**config.mk**
```make
export PLATFORM = sky130hd
export DESIGN_NAME = keypad_countdown_timer
export DESIGN_NICKNAME = d
export VERILOG_FILES = /design/src/rtl/kct_pkg.sv /design/src/rtl/kct_step.sv /design/src/rtl/keypad_countdown_timer.sv
export SDC_FILE = /design/constraint.sdc
export NUM_CORES = 1
export LEC_CHECK = 0
export ABC_AREA = 1
export BUFFER_PORTS_ARGS = -buffer_cell sky130_fd_sc_hd__buf_2
export CORE_UTILIZATION = 60
export DETAILED_ROUTE_END_ITERATION = 10
export PLACE_DENSITY = 0.84
export SLEW_MARGIN = 20
export SYNTH_ARGS = -nofsm -noshare
export SYNTH_HDL_FRONTEND = slang
export SYNTH_HIERARCHICAL = 1
export SYNTH_SLANG_ARGS = --single-unit
```
**constraint.sdc**
```tcl
create_clock -name i_clk -period 3.5 [get_ports i_clk]
set_clock_uncertainty 0.05 [all_clocks]
set_input_delay 0 -clock i_clk [delete_from_list [all_inputs] [get_ports i_clk]]
set_output_delay 0 -clock i_clk [all_outputs]
set_load 0.02 [all_outputs]
```
**src/rtl/kct_pkg.sv**
```systemverilog
// Shared types and constants for the keypad countdown timer.
package kct_pkg;

    localparam int DIGIT_W = 4;
    localparam int NUM_DIGITS = 4;
    localparam int CURSOR_W = 2;

    typedef logic [DIGIT_W-1:0] t_digit;

    typedef enum logic [1:0] {
        PH_ENTRY = 2'd0,
        PH_ARMED = 2'd1,
        PH_COUNT = 2'd2,
        PH_ALARM = 2'd3
    } t_phase;

    localparam logic ACT_KEY = 1'b0;
    localparam logic ACT_TICK = 1'b1;

    localparam t_digit KEY_DIGIT_MAX = 4'd9;
    localparam t_digit KEY_STAR = 4'd10;
    localparam t_digit KEY_HASH = 4'd11;

    localparam t_digit TENS_MAX = 4'd5;
    localparam t_digit ONES_MAX = 4'd9;

    localparam logic [CURSOR_W-1:0] CURSOR_LAST = 2'd3;

    typedef struct packed {
        t_digit                 tens_minutes;
        t_digit                 ones_minutes;
        t_digit                 tens_seconds;
        t_digit                 ones_seconds;
        t_phase                 phase;
        logic [CURSOR_W-1:0]    cursor;
        logic                   led_on;
    } t_state;

    localparam t_state STATE_CLEAR = '{
        tens_minutes: '0,
        ones_minutes: '0,
        tens_seconds: '0,
        ones_seconds: '0,
        phase:        PH_ENTRY,
        cursor:       '0,
        led_on:       1'b0
    };

endpackage

```
**src/rtl/kct_step.sv**
```systemverilog
// Next-state logic: key entry, go with capping, BCD countdown and alarm.
module kct_step (
    input  kct_pkg::t_state     i_state,
    input  logic                i_action,
    input  kct_pkg::t_digit     i_key_code,
    output kct_pkg::t_state     o_state
);

    kct_pkg::t_state w_count;
    kct_pkg::t_state w_entry;
    kct_pkg::t_state w_go;
    logic            w_is_zero;

    // one-second tick while counting
    always_comb begin
        w_count = i_state;
        w_is_zero = (i_state.tens_minutes == '0) && (i_state.ones_minutes == '0)
                 && (i_state.tens_seconds == '0) && (i_state.ones_seconds == '0);
        if (w_is_zero) begin
            w_count.phase = kct_pkg::PH_ALARM;
            w_count.led_on = 1'b1;
        end else if (i_state.ones_seconds != '0) begin
            w_count.ones_seconds = i_state.ones_seconds - 4'd1;
        end else if (i_state.tens_seconds != '0) begin
            w_count.ones_seconds = kct_pkg::ONES_MAX;
            w_count.tens_seconds = i_state.tens_seconds - 4'd1;
        end else if (i_state.ones_minutes != '0) begin
            w_count.ones_seconds = kct_pkg::ONES_MAX;
            w_count.tens_seconds = kct_pkg::TENS_MAX;
            w_count.ones_minutes = i_state.ones_minutes - 4'd1;
        end else begin
            w_count.ones_seconds = kct_pkg::ONES_MAX;
            w_count.tens_seconds = kct_pkg::TENS_MAX;
            w_count.ones_minutes = kct_pkg::ONES_MAX;
            w_count.tens_minutes = i_state.tens_minutes - 4'd1;
        end
    end

    // digit written at the cursor
    always_comb begin
        w_entry = i_state;
        case (i_state.cursor)
            2'd0:    w_entry.tens_minutes = i_key_code;
            2'd1:    w_entry.ones_minutes = i_key_code;
            2'd2:    w_entry.tens_seconds = i_key_code;
            default: w_entry.ones_seconds = i_key_code;
        endcase
        if (i_state.cursor == kct_pkg::CURSOR_LAST) begin
            w_entry.phase = kct_pkg::PH_ARMED;
        end else begin
            w_entry.cursor = i_state.cursor + 2'd1;
        end
    end

    // go: cap each pair to 59
    always_comb begin
        w_go = i_state;
        w_go.phase = kct_pkg::PH_COUNT;
        if (i_state.tens_minutes > kct_pkg::TENS_MAX) begin
            w_go.tens_minutes = kct_pkg::TENS_MAX;
            w_go.ones_minutes = kct_pkg::ONES_MAX;
        end
        if (i_state.tens_seconds > kct_pkg::TENS_MAX) begin
            w_go.tens_seconds = kct_pkg::TENS_MAX;
            w_go.ones_seconds = kct_pkg::ONES_MAX;
        end
    end

    always_comb begin
        o_state = i_state;
        if (i_action == kct_pkg::ACT_TICK) begin
            if (i_state.phase == kct_pkg::PH_COUNT) begin
                o_state = w_count;
            end
        end else if (i_key_code == kct_pkg::KEY_STAR) begin
            o_state = kct_pkg::STATE_CLEAR;
        end else begin
            case (i_state.phase)
                kct_pkg::PH_ENTRY: begin
                    if (i_key_code <= kct_pkg::KEY_DIGIT_MAX) begin
                        o_state = w_entry;
                    end
                end
                kct_pkg::PH_ARMED: begin
                    if (i_key_code == kct_pkg::KEY_HASH) begin
                        o_state = w_go;
                    end
                end
                kct_pkg::PH_ALARM: begin
                    if (i_key_code == kct_pkg::KEY_HASH) begin
                        o_state = kct_pkg::STATE_CLEAR;
                    end
                end
                default: o_state = i_state;
            endcase
        end
    end

endmodule

```
**src/rtl/keypad_countdown_timer.sv**
```systemverilog
// Top level of the keypad countdown timer: input register, step logic, state/result register.
//
//  channel | handshake                 | payload
//  --------+---------------------------+--------------------------------------------
//  in      | i_in_valid / o_in_ready   | i_action, i_key_code
//  out     | o_out_valid / i_out_ready | o_tens_minutes .. o_ones_seconds, o_phase,
//          |                           | o_entry_position, o_alarm_led
//
// A word passes through the input register, then through the step logic into
// the state register, which is also the result.
// One word per cycle is sustained while the output side takes words.
// Reset clears to 00:00 entry with the LED off; no words pending.
// A stall at the output holds the result; the input register still takes one word.
module keypad_countdown_timer (
    input  logic        i_clk,
    input  logic        i_rst_n,
    input  logic        i_in_valid,
    output logic        o_in_ready,
    input  logic        i_action,
    input  logic [3:0]  i_key_code,
    output logic        o_out_valid,
    input  logic        i_out_ready,
    output logic [3:0]  o_tens_minutes,
    output logic [3:0]  o_ones_minutes,
    output logic [3:0]  o_tens_seconds,
    output logic [3:0]  o_ones_seconds,
    output logic [1:0]  o_phase,
    output logic [1:0]  o_entry_position,
    output logic        o_alarm_led
);

    logic               r_in_valid;
    logic               r_action;
    kct_pkg::t_digit    r_key_code;
    logic               r_out_valid;
    kct_pkg::t_state    r_state;
    kct_pkg::t_state    n_state;
    logic               w_out_free;
    logic               w_fire;

    assign w_out_free = !r_out_valid || i_out_ready;
    assign w_fire     = r_in_valid && w_out_free;
    assign o_in_ready = !r_in_valid || w_out_free;

    always_ff @(posedge i_clk) begin
        if (!i_rst_n) begin
            r_in_valid <= 1'b0;
        end else if (o_in_ready) begin
            r_in_valid <= i_in_valid;
        end
    end

    always_ff @(posedge i_clk) begin
        if (o_in_ready && i_in_valid) begin
            r_action   <= i_action;
            r_key_code <= i_key_code;
        end
    end

    kct_step u_step (
        .i_state    (r_state),
        .i_action   (r_action),
        .i_key_code (r_key_code),
        .o_state    (n_state)
    );

    always_ff @(posedge i_clk) begin
        if (!i_rst_n) begin
            r_out_valid <= 1'b0;
            r_state     <= kct_pkg::STATE_CLEAR;
        end else begin
            if (w_out_free) begin
                r_out_valid <= r_in_valid;
            end
            if (w_fire) begin
                r_state <= n_state;
            end
        end
    end

    assign o_out_valid      = r_out_valid;
    assign o_tens_minutes   = r_state.tens_minutes;
    assign o_ones_minutes   = r_state.ones_minutes;
    assign o_tens_seconds   = r_state.tens_seconds;
    assign o_ones_seconds   = r_state.ones_seconds;
    assign o_phase          = r_state.phase;
    assign o_entry_position = r_state.cursor;
    assign o_alarm_led      = r_state.led_on;

    a_led_in_alarm: assert property (@(posedge i_clk) disable iff (!i_rst_n)
        r_state.led_on == (r_state.phase == kct_pkg::PH_ALARM))
        else $error("LED disagrees with alarm phase");

    a_cursor_parked: assert property (@(posedge i_clk) disable iff (!i_rst_n)
        r_state.phase != kct_pkg::PH_ENTRY |-> r_state.cursor == kct_pkg::CURSOR_LAST)
        else $error("cursor not parked outside entry");

    a_stall_full: assert property (@(posedge i_clk) disable iff (!i_rst_n)
        !o_in_ready |-> r_in_valid && r_out_valid && !i_out_ready)
        else $error("input stalled without a full pipeline");

    a_state_holds: assert property (@(posedge i_clk) disable iff (!i_rst_n)
        !w_fire |=> $stable(r_state))
        else $error("state changed without a word");

    a_tens_capped: assert property (@(posedge i_clk) disable iff (!i_rst_n)
        r_state.phase == kct_pkg::PH_COUNT |->
            r_state.tens_minutes <= kct_pkg::TENS_MAX
            && r_state.tens_seconds <= kct_pkg::TENS_MAX)
        else $error("tens digit above five while counting");

endmodule
```
Word-level counts from Yosys, hierarchy flattened
Cells that the tools add are included.
{"block": "word_totals", "register_bits": 28, "latchBits": 0, "ramBits": 0, "mem_bits_ro": 0, "inputBits": 9, "out_inout_bits": 23, "wordCells": 104, "memories": 0}
{"block": "op_classes", "addsub": 5, "n_mul": 0, "n_div": 0, "n_lt_le_gt_ge": 3, "n_eq_ne": 30, "shifts": 0, "mux": 24, "n_bitwise": 1, "reduce_logical": 30}
{"op": "$mux W21", "count": 6}
{"op": "$pmux W21 S3", "count": 1}
{"op": "$mux W8", "count": 4}
{"op": "$mux W12", "count": 2}
{"op": "$mux W4", "count": 6}
{"op": "$ne A4 B2 Y1 const B", "count": 6}
{"op": "$logic_not A4 Y1", "count": 4}
{"op": "$mux W16", "count": 1}
{"op": "$ne A4 B3 Y1 const B", "count": 4}
{"op": "$sub A4 B1 Y4 const B", "count": 4}
{"op": "$reduce_and A7 Y1", "count": 2}
{"op": "$reduce_and A12 Y1", "count": 1}
{"op": "$reduce_bool A4 Y1", "count": 3}
{"op": "$reduce_and A11 Y1", "count": 1}
{"op": "$reduce_and A10 Y1", "count": 1}
{"op": "$reduce_and A9 Y1", "count": 1}
{"op": "$reduce_bool A3 Y1", "count": 3}
{"op": "$eq A2 B2 Y1 const B", "count": 4}
{"op": "$eq A4 B4 Y1 const B", "count": 2}
{"op": "$gt A4 B3 Y1 const B", "count": 2}
{"op": "$ne A2 B2 Y1 const B", "count": 4}
{"op": "$reduce_and A8 Y1", "count": 1}
{"op": "$mux W2", "count": 3}
{"op": "$ne A2 B1 Y1 const B", "count": 3}
{"op": "14 further kinds", "count": 24}

Longest topological paths before layout
Gate-level depths: netlist (run 1).
{"block": "depth", "depth_word": 7, "mapped_depth": 15, "mapped_depth_nobuf": 15}

By module
The synthesis (run 1) kept the hierarchy.
{"mod": "kct_step", "instances": 1, "cells_per_inst": 313, "area_per_inst_um2": 1411.4, "seq_area_each_um2": 0.0}
{"mod": "keypad_countdown_timer", "instances": 1, "cells_per_inst": 154, "area_per_inst_um2": 1219.9, "seq_area_each_um2": 610.6}

Worst setup path before layout (run 1)
Ideal clock, no wire load.
{"block": "synth_path", "path_type": "reg-to-reg", "start": "register r_state, in the netlist o_tens_minutes[0]", "end": "register r_state, in the netlist o_tens_seconds[1]", "arrival_time_ns": 1.637, "required_ns": 3.334, "slack_ns": 1.697, "path_stages_with_launch": 15, "path_cell_list": "dfxtp_1 inv_1 ha_1 nand3_1 inv_1 nand2_2 nand2_2 o21ai_1 nand2_1 nand2_1 nand2_1 inv_1 nand3_1 nand2_1 nor2_1"}
{"block": "synth_between", "elab_chain_cells": 6}
{"element": "start: declaration", "line": "keypad_countdown_timer.sv:36", "text": "kct_pkg::t_state r_state;"}
{"element": "start signal: assignment", "line": "keypad_countdown_timer.sv:70", "text": "r_state <= kct_pkg::STATE_CLEAR;"}
{"element": "start signal: assignment", "line": "keypad_countdown_timer.sv:76", "text": "r_state <= n_state;"}
{"element": "$logic_not A4 Y1", "line": "kct_step.sv:17", "text": "w_is_zero = (i_state.tens_minutes == '0) && (i_state.ones_minutes == '0)"}
{"element": "$logic_and A1 B1 Y1", "line": "kct_step.sv:17"}
{"element": "$logic_and A1 B1 Y1 (2 in a row)", "line": "kct_step.sv:18", "text": "&& (i_state.tens_seconds == '0) && (i_state.ones_seconds == '0);"}
{"element": "$ne A2 B2 Y1 (no line)"}
{"element": "$reduce_and A10 Y1 (no line)"}
No other way between the ends.
A chain may end at the register's enable or synchronous reset.

==> flow_metrics.env, run 1 <==
export IMPL_grtUsageMet3_pct=4.00
export IMPL_leakagePower_nw=1.48
export IMPL_grtUsageMet2_pct=53.3
export IMPL_drc_errors=0
export IMPL_grt_max_degree=44
export IMPL_worstMarginPinSlew_ps=701
export IMPL_syn_avg_cell_area_um2=5.63
export IMPL_async_reset_ff_share_pct=0
export IMPL_slew_headroom_pct=53.2
export IMPL_dieHeight_um=68.2
export IMPL_synth_edff_count=5
export IMPL_whs_ps=101
export IMPL_cpMostUsedCell="nand2_1"
export IMPL_period_share_pct=66.4
export IMPL_synthDistinctLibCells=28
export IMPL_hold_path_class="in -> reg"
export IMPL_cts_tree="yes"
export IMPL_cp_end_kind="flip-flop"
export IMPL_ioPinCount=32
export IMPL_area_growth_pct=8.37
export IMPL_synth_nets=479
export IMPL_finalCriticalPeriod_ps=2320
export IMPL_setup_viol=0
export IMPL_grt_usage_pct=33.9
export IMPL_synth_area_leaders="nand2_1, dfxtp_1, nand3_1"
export IMPL_synth_seq_cells=28
export IMPL_fp_dieW_um=68.2
export IMPL_drt_iter0_drc=317
export IMPL_synth_compound_area_share_pct=16.5
export IMPL_synth_fa_ha_area_share_pct=1.43
export IMPL_layout_common_cells="nand2_1, inv_1, nor2_1, nand3_1, a21oi_1"
export IMPL_outcome="finished, final reports clean"
export IMPL_gr_total_overflow=0
export IMPL_ir_drop_mv=0.189
export IMPL_max_freq_mhz=430
export IMPL_grt_pass1_wl_mm=11.8
export IMPL_gp_congestion=1.03
export IMPL_hold_viol=0
export IMPL_grt_busiest_layer="met2"
export IMPL_synth_ff_type="dfxtp_1"
export IMPL_drive_gt1_share_pct=12.4
export IMPL_synth_area_um2=2630
export IMPL_use_met1_pct=47.4
export IMPL_cellPowerDensity_nw_per_um2=337
export IMPL_start_util_pct=63.9
export IMPL_cp_start_kind="flip-flop"
export IMPL_worstPathArrival_ps=2460
export IMPL_fp_row_count=23
export IMPL_layout_cells_most_common="nand2_1"
export IMPL_slew_violations=0
export IMPL_detail_route_wl_per_cell_um=13.8
export IMPL_drt_vias_per_instance=5.64
export IMPL_synth_simple_gate_area_share_pct=43.7
export IMPL_clock_latency_ps=280
export IMPL_wl_mm=7.47
export IMPL_clock_sinks=28
export IMPL_synth_xor_area_share_pct=0.333
export IMPL_slowest_stage="dfxtp_1"
export IMPL_worstPathCellList="inv_2 > nor2_4 > inv_2 > nor2_4 > nand2_1 > nor2_2 > a21oi_1 > o21ai_0 > nand2_1 > inv_1 > nand3_1 > nand2_1 > nor2_1"
export IMPL_htree_num_levels=1
export IMPL_synthMuxAreaShare_pct=0
export IMPL_portBuffers=31
export IMPL_root_buffer="clkbuf_8"
export IMPL_antenna_found_initial=0
export IMPL_die_area_um2=4650
export IMPL_cp_max_fo=15
export IMPL_grt_pass1_vias=2473
export IMPL_worst_ep_required_time_ps=3640
export IMPL_numCtsBuffers=3
export IMPL_synthCells=467
export IMPL_ys_warn_count=6
export IMPL_ant_nets=0
export IMPL_ff2ff_setup_slack_ps=1180
export IMPL_clockBufferDepth=2
export IMPL_slowest_delay_ps=520
export IMPL_max_cap_viol_count=0
export IMPL_nNetsFinal=506
export IMPL_place_ws_ps=1250
export IMPL_antenna_cells=0
export IMPL_worst_slack_ps=1180
export IMPL_cts_reportedPaths_clkPinSlew_ps=100
export IMPL_routed_via_count=3062
export IMPL_synth_top_family_by_area="simple AND/OR/NAND/NOR gates"
export IMPL_first_pass_iters=6
export IMPL_yosysSeqAreaShare_pct=23.2
export IMPL_worst_setup_path_type="reg -> reg"
export IMPL_core_um2=4120
export IMPL_synth_top_area_cell="nand2_1"
export IMPL_setup_tns_ps=0
export IMPL_rsz0062_at_grt="no"
export IMPL_yosysTopAreaCellShare_pct=20.4
export IMPL_place_hpwl_mm=5.32
## area by class of cell
class | count | area, um2
Clock buffer | 4 | 55.1
Fill cell | 398 | 1260
Inverter | 69 | 259
Multi-Input combinational cell | 353 | 1630
Sequential cell | 28 | 611
Tap cell | 50 | 62.6
Timing Repair Buffer | 39 | 233
## final timing paths
check / end / cells after the start / startpoint
setup / recovery: o_tens_minutes[1] / 13 / o_phase[1]
hold / removal: o_tens_seconds[2] / 3 / i_rst_n
setup reg to reg: o_tens_minutes[1] / 13 / o_phase[1]
hold reg to reg: o_ones_minutes[2] / 2 / o_ones_minutes[2]
## power breakdown
group | total (mW) | internal [mW] | switching (mW) | leakage, nW
logic | 0.362 | 0.118 | 0.244 | 1.22
registers | 0.388 | 0.350 | 0.0378 | 0.238
clock network | 0.210 | 0.101 | 0.109 | 0.0288
## synth_stat cells, types with 2 or more instances
library cell  count
buf_4             7
edfxtp_1          5
a21oi_2           3
nand4_1           6
inv_1            62
nor2_1           53
buf_6             2
nand2_1         143
nand3_1          48
o21ai_1           8
nand2_2           5
nor2_4            3
ha_1              3
inv_2             7
nor2_2            4
o211ai_1          5
clkbuf_1          2
a21oi_1          35
clkbuf_8          2
buf_2             4
nand3_2           2
dfxtp_1          23
nor3_1            3
o21ai_0          28
## metrics by stage
step	total power [mW]	cell area (um2)	cells	utilization, %
after floorplan	0.664	2630	467	-
after global placement	0.735	2730	532	66.3
after detailed placement	0.741	2730	532	66.3
after CTS	0.958	2850	543	69.3
after global routing	1.03	2850	543	69.3
final	0.960	2850	543	69.3
## flip-flops by register name, summed over array words and instances, names as in the netlist
register,count
o_ones_minutes,4
o_ones_seconds,4
o_tens_minutes,4
o_tens_seconds,4
r_key_code,4
o_entry_position,2
o_phase,2
o_alarm_led,1
o_out_valid,1
r_action,1
r_in_valid,1
## per-layer routing
metal | part of all wire [%] | up-vias
met5 | 0 | -
met4 | 2.4 | 0
met3 | 11 | 27
met2 | 44 | 172
met1 | 43 | 1320
li1 | - | 1543
## cells by family after synthesis
logic type	count (synthesis)
flops	28
buf+inv	86
fa+ha+maj	3
xor+xnor	1
simple gates	268
compound gates	81
## worst max-delay path: cells and delay by family (launching register included)
| family | cells | cell delay [ps] |
|---|---|---|
| flip-flops | 1 | 520 |
| AND/OR/NAND/NOR | 8 | 1090 |
| AO/OA/AOI/OAI | 2 | 160 |
| buffers and inverters | 3 | 390 |
## timing repair
item / 4_1_cts / 5_1_grt
endpoints found under the hold margin: 6 / 0
hold buffers: 7 / 0
resized for setup: 0 / 0
buffers inserted: 0 / 0
Note: power is estimated with default switching activity, not from simulation.
==> run 2, diff against run 1 <==
Settings changed: CORE_UTILIZATION 60 to 53, PLACE_DENSITY 0.84 to 0.79.
Clock period 3.5 ns to 1.88 ns, I/O delays scaled along.
==> flow_metrics.env, run 2 (synthesized netlist as in run 1, its figures left out) <==
export IMPL_fp_dieW_um=72.5
export IMPL_ioPinCount=32
export IMPL_cp_end_kind="flip-flop"
export IMPL_outcome="finished, final reports clean"
export IMPL_finalCriticalPeriod_ps=1830
export IMPL_root_buffer="clkbuf_8"
export IMPL_ant_nets=0
export IMPL_stdcell_area_um2=3420
export IMPL_cpMostUsedCell="nand2_1"
export IMPL_place_area_um2=3010
export IMPL_clock_sinks=28
export IMPL_totalPowerFinal_mw=2.04
export IMPL_cp_max_fo=4
export IMPL_drc_errors=0
export IMPL_dieHeight_um=72.5
export IMPL_cts_tree="yes"
export IMPL_numCtsBuffers=3
export IMPL_grt_pass1_vias=2796
export IMPL_worst_ep_required_time_ps=2020
export IMPL_slew_headroom_pct=68.3
export IMPL_dr_wl_met3_um=678
export IMPL_detail_route_wl_per_cell_um=14.5
export IMPL_hold_depth=3
export IMPL_stdcell_count=611
export IMPL_worst_path_buf_inv=3
export IMPL_nNetsFinal=557
export IMPL_clockBufferDepth=2
export IMPL_layout_common_cells="nand2_1, inv_1, buf_4, nor2_1, nand3_1"
export IMPL_die_area_um2=5250
export IMPL_hold_viol=0
export IMPL_layout_cells_most_common="nand2_1"
export IMPL_max_freq_mhz=547
export IMPL_wl_met2_mm=3.98
export IMPL_first_pass_iters=6
export IMPL_cts_reportedPaths_clkPinSlew_ps=100
export IMPL_fp_row_count=25
export IMPL_rsz0062_at_grt="yes"
export IMPL_portBuffers=31
export IMPL_grt_usage_pct=33.8
export IMPL_grt_pass1_wl_mm=13.7
export IMPL_drt_vias_per_instance=5.31
export IMPL_leakagePower_nw=1.75
export IMPL_gp_congestion=0.971
export IMPL_worstMarginPinSlew_ps=476
export IMPL_routed_via_count=3246
export IMPL_place_inst=584
export IMPL_critPathTopFamily="simple AND/OR/NAND/NOR gates"
export IMPL_cellPowerDensity_nw_per_um2=596
export IMPL_gr_total_overflow=0
export IMPL_antenna_found_initial=0
export IMPL_core_um2=4750
export IMPL_period_share_pct=97.2
export IMPL_start_util_pct=55.3
export IMPL_ir_drop_mv=0.338
export IMPL_wl_mm=8.84
export IMPL_worstPathArrival_ps=1960
export IMPL_antenna_cells=0
export IMPL_slew_violations=0
export IMPL_slowest_delay_ps=450
export IMPL_path_depth=15
export IMPL_htree_num_levels=1
export IMPL_setup_viol=0
export IMPL_drive_gt1_share_pct=26.3
export IMPL_ff2ff_path_depth=15
export IMPL_wirelength_met1_mm=3.95
export IMPL_drt_iter0_drc=276
export IMPL_area_growth_pct=29.8
export IMPL_slowest_stage="edfxtp_1"
export IMPL_hold_path_class="in -> reg"
export IMPL_grt_max_degree=44
export IMPL_worst_setup_path_type="reg -> reg"
export IMPL_worstPathCellList="inv_2 > nand3_2 > nor2_4 > nand3_4 > nand2_4 > buf_6 > nand2_1 > nand2_1 > nand2_1 > nand2_1 > nand2_1 > inv_1 > nand3_1 > nand2_1 > nor2_1"
export IMPL_top_layer="met4"
export IMPL_max_cap_viol_count=0
export IMPL_clock_latency_ps=280
export IMPL_cp_start_kind="flip-flop"
export IMPL_place_hpwl_mm=6.12
-- run 2: changes by cell type in the layout (fill, tap and decap cells not counted), sizes merged --
| cell | delta |
|---|---|
| buf | +51 |
| inv | -1 |
| clkinvlp | +1 |
-- run 2: final timing paths --
path	start	end	slack, ps
min reg2reg	r_in_valid	o_out_valid	430
max	r_key_code[2]	o_tens_minutes[0]	50
max reg2reg	r_key_code[2]	o_tens_minutes[0]	50
min	i_rst_n	o_tens_minutes[1]	100
-- run 2: final cells by class --
type / instances / area [um2]
well taps: 67 / 83.8
clock buffers: 4 / 66.3
multi-input cells: 353 / 1770
flip-flops and latches: 28 / 614
repair buffers: 90 / 619
inverters: 69 / 265
fillers: 437 / 1340
-- run 2: repair_timing --
item,4_1_cts,5_1_grt
buffers inserted,3,13
hold buffers,7,0
gates resized for setup,2,48
pin swaps,0,8
setup endpoints to repair,5,20
endpoints found under the hold margin,6,0
-- run 2: report_power, final --
group	total (mW)	internal (mW)	switching, mW	leakage (nW)
clock	0.447	0.232	0.215	0.0339
sequential	0.698	0.653	0.0450	0.239
combinational	0.890	0.338	0.552	1.48
-- run 2: worst reg2reg max path, cell delays in order (launching register included) --
cell and delay, ps:
edfxtp_1 450, inv_2 130, nand3_2 100, nor2_4 190, nand3_4 110, nand2_4 120, buf_6 100, nand2_1 40
nand2_1 50, nand2_1 40, nand2_1 60, nand2_1 50, inv_1 50, nand3_1 70, nand2_1 90, nor2_1 40
-- run 2: per-layer routing --
metal | up-vias | track usage [%]
met5 | - | 0
met4 | 0 | 12.6
met3 | 19 | 5.14
met2 | 131 | 53.7
met1 | 1456 | 46.2
li1 | 1640 | -
-- run 2: stage by stage --
step	utilization [%]	worst slack, ps	hold slack [ps]	setup TNS [ps]
2_1_floorplan	-	77.3	48.9	0
3_3_place_gp	63.3	-116	126	-473
3_5_place_dp	63.3	-62.5	129	-197
4_1_cts	66.8	8.09	100	0
5_1_grt	71.8	-65.0	114	-556
6_report	71.8	53.1	102	0
